**src/design/timestamped_trail_delay_interpolator_core_assert.svh**
```systemverilog
// Assertion macros for the trail delay interpolator core.
`ifndef TIMESTAMPED_TRAIL_DELAY_INTERPOLATOR_CORE_ASSERT_SVH
`define TIMESTAMPED_TRAIL_DELAY_INTERPOLATOR_CORE_ASSERT_SVH
`ifndef SYNTHESIS
// Same-cycle implication under the synchronous reset.
`define TTDI_ASSERT_IMP(label, clk, rstn, ante, cons) \
  label: assert property (@(posedge clk) disable iff (!(rstn)) (ante) |-> (cons)) \
    else $error("same-cycle check failed");
// Next-cycle implication under the synchronous reset.
`define TTDI_ASSERT_NXT(label, clk, rstn, ante, cons) \
  label: assert property (@(posedge clk) disable iff (!(rstn)) (ante) |=> (cons)) \
    else $error("next-cycle check failed");
`else
`define TTDI_ASSERT_IMP(label, clk, rstn, ante, cons)
`define TTDI_ASSERT_NXT(label, clk, rstn, ante, cons)
`endif
`endif

```
**src/design/ttdi_ram.sv**
```systemverilog
// Generic simple dual-port RAM with registered read.
`timescale 1ns / 1ps
module ttdi_ram #(
  parameter int WIDTH = 8,
  parameter int DEPTH = 64
) (
  input  logic                     clk,
  input  logic                     we,
  input  logic [$clog2(DEPTH)-1:0] waddr,
  input  logic [WIDTH-1:0]         wdata,
  input  logic [$clog2(DEPTH)-1:0] raddr,
  output logic [WIDTH-1:0]         rdata
);
  logic [WIDTH-1:0] mem [DEPTH];

  // write port and registered read port
  always_ff @(posedge clk) begin
    if (we) begin
      mem[waddr] <= wdata;
    end
    rdata <= mem[raddr];
  end
endmodule

```
**config.mk**
```make
export PLATFORM = sky130hd
export DESIGN_NAME = ttdi_ram
export DESIGN_NICKNAME = d
export VERILOG_FILES = /design/src/design/timestamped_trail_delay_interpolator_core_assert.svh /design/src/design/ttdi_ram.sv
export SDC_FILE = /design/constraint.sdc
export NUM_CORES = 1
export LEC_CHECK = 0
export BUFFER_PORTS_ARGS = -buffer_cell sky130_fd_sc_hd__buf_4
export CAP_MARGIN = 20
export CELL_PAD_IN_SITES_DETAIL_PLACEMENT = 0
export CELL_PAD_IN_SITES_GLOBAL_PLACEMENT = 1
export CORE_ASPECT_RATIO = 1.2
export CORE_MARGIN = 2
export CORE_UTILIZATION = 30
export DETAILED_ROUTE_END_ITERATION = 6
export PLACE_DENSITY = 0.57
export SKIP_CTS_REPAIR_TIMING = 1
export SLEW_MARGIN = 15
export SYNTH_ARGS = -nofsm -noshare
export SYNTH_HDL_FRONTEND = slang
export SYNTH_SLANG_ARGS = --single-unit
```
**constraint.sdc**
```tcl
create_clock -name clk -period 5.1 [get_ports clk]
set_clock_uncertainty 0.2 [all_clocks]
set_input_delay 1.275 -clock clk [delete_from_list [all_inputs] [get_ports clk]]
set_output_delay 1.275 -clock clk [all_outputs]
set_load 0.005 [all_outputs]
```
# Yosys cells after proc, flatten, opt, wreduce, memory -nomap -nowiden
# Memory sizes are Yosys's and may differ from the RTL's. A register that Yosys moved wholly into a read port is not among the register bits.
# Cells that the tools add are included.
[word_totals] reg_bits=0 latchBits=0 ram_bits=512 mem_bits_ro=0 output_inout_bits=8 wordCells=3 memories=1
[op_classes] addsub=0 multipliers=0 n_div=0 magnitude_cmp=0 eq_ne=0 shift=0 muxes=2 bitwise=0 reduce_logical=0
[memory_table] name="mem" depth=64 width=8 read_ports=1 rd_ports_with_merged_regs=1 write_ports=1 line="ttdi_ram.sv:14" source="logic [WIDTH-1:0] mem [DEPTH];"
[op_table] cell="$mux 1" count=2

# Depth between registers and ports, before layout
[logic_depth] depth_word=2 mapped_depth=9

# Worst setup path after synthesis
# Ideal clock, no wire load.
[synth_timing] kind="in2reg" startpoint="input raddr[1]" endpoint="register rdata[3], read port of mem" setup_ns=0.128 arrival_ns=2.815 required_ns=4.772 path_slack_ns=1.957 path_stages=7 path_buffers=3 path_cell_list="buf_4 > buf_2 > buf_2 > mux4_2 > mux4_2 > o21ai_1 > o41ai_1"
[synth_rtl] element="start: declaration" line="ttdi_ram.sv:11" source="input logic [$clog2(DEPTH)-1:0] raddr,"
[synth_rtl] element="end: declaration" line="ttdi_ram.sv:12" source="output logic [WIDTH-1:0] rdata"

==> impl_metrics.tcl <==
set metrics [dict create \
    synth_top_flop_cell "edfxtp_1" \
    max_clock_freq_mhz 275 \
    floorplan.rows 104 \
    pwr-share-clk_pct 42.5 \
    floorplan.core_area_um2 66800 \
    dr_total_vias 9481 \
    grtUsageTotal_pct 14.6 \
    post_synthesis_mux_area_share_pct 15.9 \
    first_global_vias 10063 \
    synth-seq-area-share_pct 77.0 \
    totalNegativeSetupSlack_ns 0 \
    cts_buffers 50 \
    first_iter_violations 727 \
    critical-path-top-delay-family "multiplexers" \
    slew_violations 0 \
    grt_first_pass_wirelength_mm 71.9 \
    detailedPlacementHpwl_mm 29.6 \
    clock_tree.root_cell "clkbuf_16" \
    period_minus_slack_ns 3.64 \
    switching_share_pct 20.8 \
    pwr_dens_nw_per_um2 390 \
    top_level_ports 30 \
    start_util_pct 30.2 \
    synthesized_netlist_net_count 962 \
    die-area_um2 69300 \
    crit_path_max_fanout 50 \
    combinationalPowerShare_pct 4.9 \
    area.growth.synth_to_final_pct 14.6 \
    slew_headroom_pct 27.3 \
    yosys_warnings 0 \
    layoutNonFillerInstCount 1936 \
    data_required_time_at_the_worst_endpoint_ns 5.34 \
    path_cells "clkbuf_8 -> mux4_2 -> mux2_2 -> o221a_2 -> nor3_1 -> o32ai_1" \
    initial_antenna_violation_count 1 \
    worstHoldPathType "reg2reg" \
    netlist-cell-type-count 40 \
    ant_nets 0 \
    dp_cells 1844 \
    clkSlewWorstSetupHoldPaths_ns 0.06 \
    worstSkewPairLatency_ns 0.59 \
    synth-compound-area-share_pct 2.07 \
    post_synth_xor_xnor_area_pct 0 \
    leakagePower_nw 7.05 \
    final_layout_size_suffix_gt1_share_pct 25.9 \
    crit_path_start_kind "primary input" \
    area_fraction_of_the_dominant_cell_type_after_synthesis_pct 76.2 \
    critical_path_buf_inv_count 1 \
    gp_routability_congestion 0.748 \
    diodes 0 \
    clock_tree.htree_level_count 2 \
    number_of_flops_mapped_to_enable_cells_by_yosys 512 \
    area.sequential_um2 15500 \
    die-height_um 288 \
    internal_power_mw 7.14 \
    drv.max_cap_violation_count 0 \
    synth_largest_area_cell "edfxtp_1" \
    layout.filler_cells 6179 \
    dominant_combinational_cell_family_by_area_after_synthesis "multiplexers" \
    timing.critical_path.arrival_ns 3.88 \
    multi_input_area_um2 4320 \
    synth-seq-cells 520 \
    ys_top_cells_by_area "edfxtp_1, mux4_2, nor2_1" \
    synth_area_um2 20200 \
    synth_simple_gate_area_share_pct 3.39 \
    final.period_utilization_pct 71.4 \
    cpMaxStageDelayCell "mux4_2" \
    grt_setup_unrepaired "false" \
    finalWirelength_mm 49.6 \
    clock_sink_count 520 \
    drt-pass1-iter-count 4 \
    via_per_inst 4.90 \
    final_util_pct 34.6 \
    grt.overflow.total 0 \
    drc 0 \
    grt_start_max_net_pins 65 \
    route.detailed.wl_per_inst_um 25.6 \
    cts_max_path_buffers 3 \
    tightest_slew_ns 1.09 \
    asyncSetResetFlopFracSynth_pct 0 \
    timing_hold_violations_final 0 \
    switching_component_of_the_power_mw 1.88 \
    cts_tree "built" \
    net_count_reported_at_finish 1017 \
    status "finished, final reports clean" \
    power_frac_seq_pct 52.6 \
    synth_area_per_cell_um2 21.5 \
    die-width_um 241 \
    ir_worst_vdd_v 0.000201 \
    critPathKind "in2reg" \
    critical_path.max_stage_delay_ns 0.61 \
    netlist_instances 940 \
    final-setup-viol-count 0 \
    synth_adder_area_share_pct 0 \
    critPathCaptureType "flop" \
    io_buffer_count 29 \
]
[per-layer routing]
metal  GRT usage [%]  vias to the layer above  share of wire (%)
met5               0                        -              0.026
met4            5.03                        2                3.0
met3            2.10                       78                3.5
met2            25.6                      206                 52
met1            18.3                     5163                 41
li1                -                     4032                  -
[cell type report]
class / instances / area share, %
clock inverters: 29 / 1.55
well taps: 901 / 4.88
multi-input cells: 369 / 18.7
clock buffers: 63 / 5.72
flip-flops and latches: 520 / 67.2
repair buffers: 54 / 1.94
[layout by cell type (no fill, tap or decap), drive strengths merged, types with 3 or more instances in the layout]
master	count
o2bb2ai	3
clkinvlp	3
a221oi	6
nor3	7
mux2	13
a211oi	4
a21oi	3
nand2	19
o2111ai	3
nand3b	3
o221ai	8
nor2	83
a22oi	3
clkinv	17
edfxtp	512
mux2i	23
clkbuf	64
dfxtp	8
mux4	126
o21ai	4
buf	53
nand3	13
o22ai	8
bufinv	8
nor2b	14
nand2b	7
[final timing paths]
path	cells past startpoint	endpoint	slack, ns	startpoint
worst max register to register	5	rdata[6]	2.54	mem[21][6]
worst max-delay path	6	rdata[6]	1.46	raddr[0]
worst min-delay path	4	rdata[2]	0.61	mem[22][2]
worst min register to register	4	rdata[2]	0.61	mem[22][2]
[power by group through the flow]
stage          registers, mW  logic, mW  clock network [mW]
2_1_floorplan           4.83      0.252                   0
3_3_place_gp            4.84      0.452                   0
3_5_place_dp            4.84      0.458                   0
4_1_cts                 4.74      0.458                3.90
5_1_grt                 4.74      0.480                4.05
6_report                4.74      0.444                3.83
[cell families after synthesis]
logic type	count (synthesis)
DFF	520
muxes	162
and+or+nand+nor	153
AOI/OAI and AO/OA	54
buffers and inverters	51
[worst min-delay path: cells and delay by family (launching register included)]
family	cells	cell delay, ns
AO/OA/AOI/OAI	2	0.17
flip-flops	1	0.31
multiplexers	1	0.22
AND/OR/NAND/NOR	1	0.08
[stage by stage]
step                hold WS, ns  area [µm²]  setup slack (ns)  total power, mW
floorplan                 0.518       20200              1.96             5.08
global placement          0.612       21400             0.731             5.29
detailed placement        0.610       21400             0.723             5.29
CTS                       0.620       23100              1.34             9.10
global route              0.664       23100              1.36             9.27
finish                    0.606       23100              1.46             9.02
[state kept, by name (all words and copies together) (netlist names)]
register  count
mem         512
rdata         8
[Yosys cell counts (all sizes together) (3+ instances only)]
cell	n
edfxtp	512
mux4	126
nor2	83
buf	34
mux2i	23
nand2	19
clkbuf	17
nor2b	14
mux2	13
nand3	13
dfxtp	8
o221ai	8
o22ai	8
nand2b	7
nor3	7
a221oi	6
a211oi	4
o21ai	4
a21oi	3
a22oi	3
nand3b	3
o2111ai	3
o2bb2ai	3
Note: power is estimated with default switching activity, not from simulation.
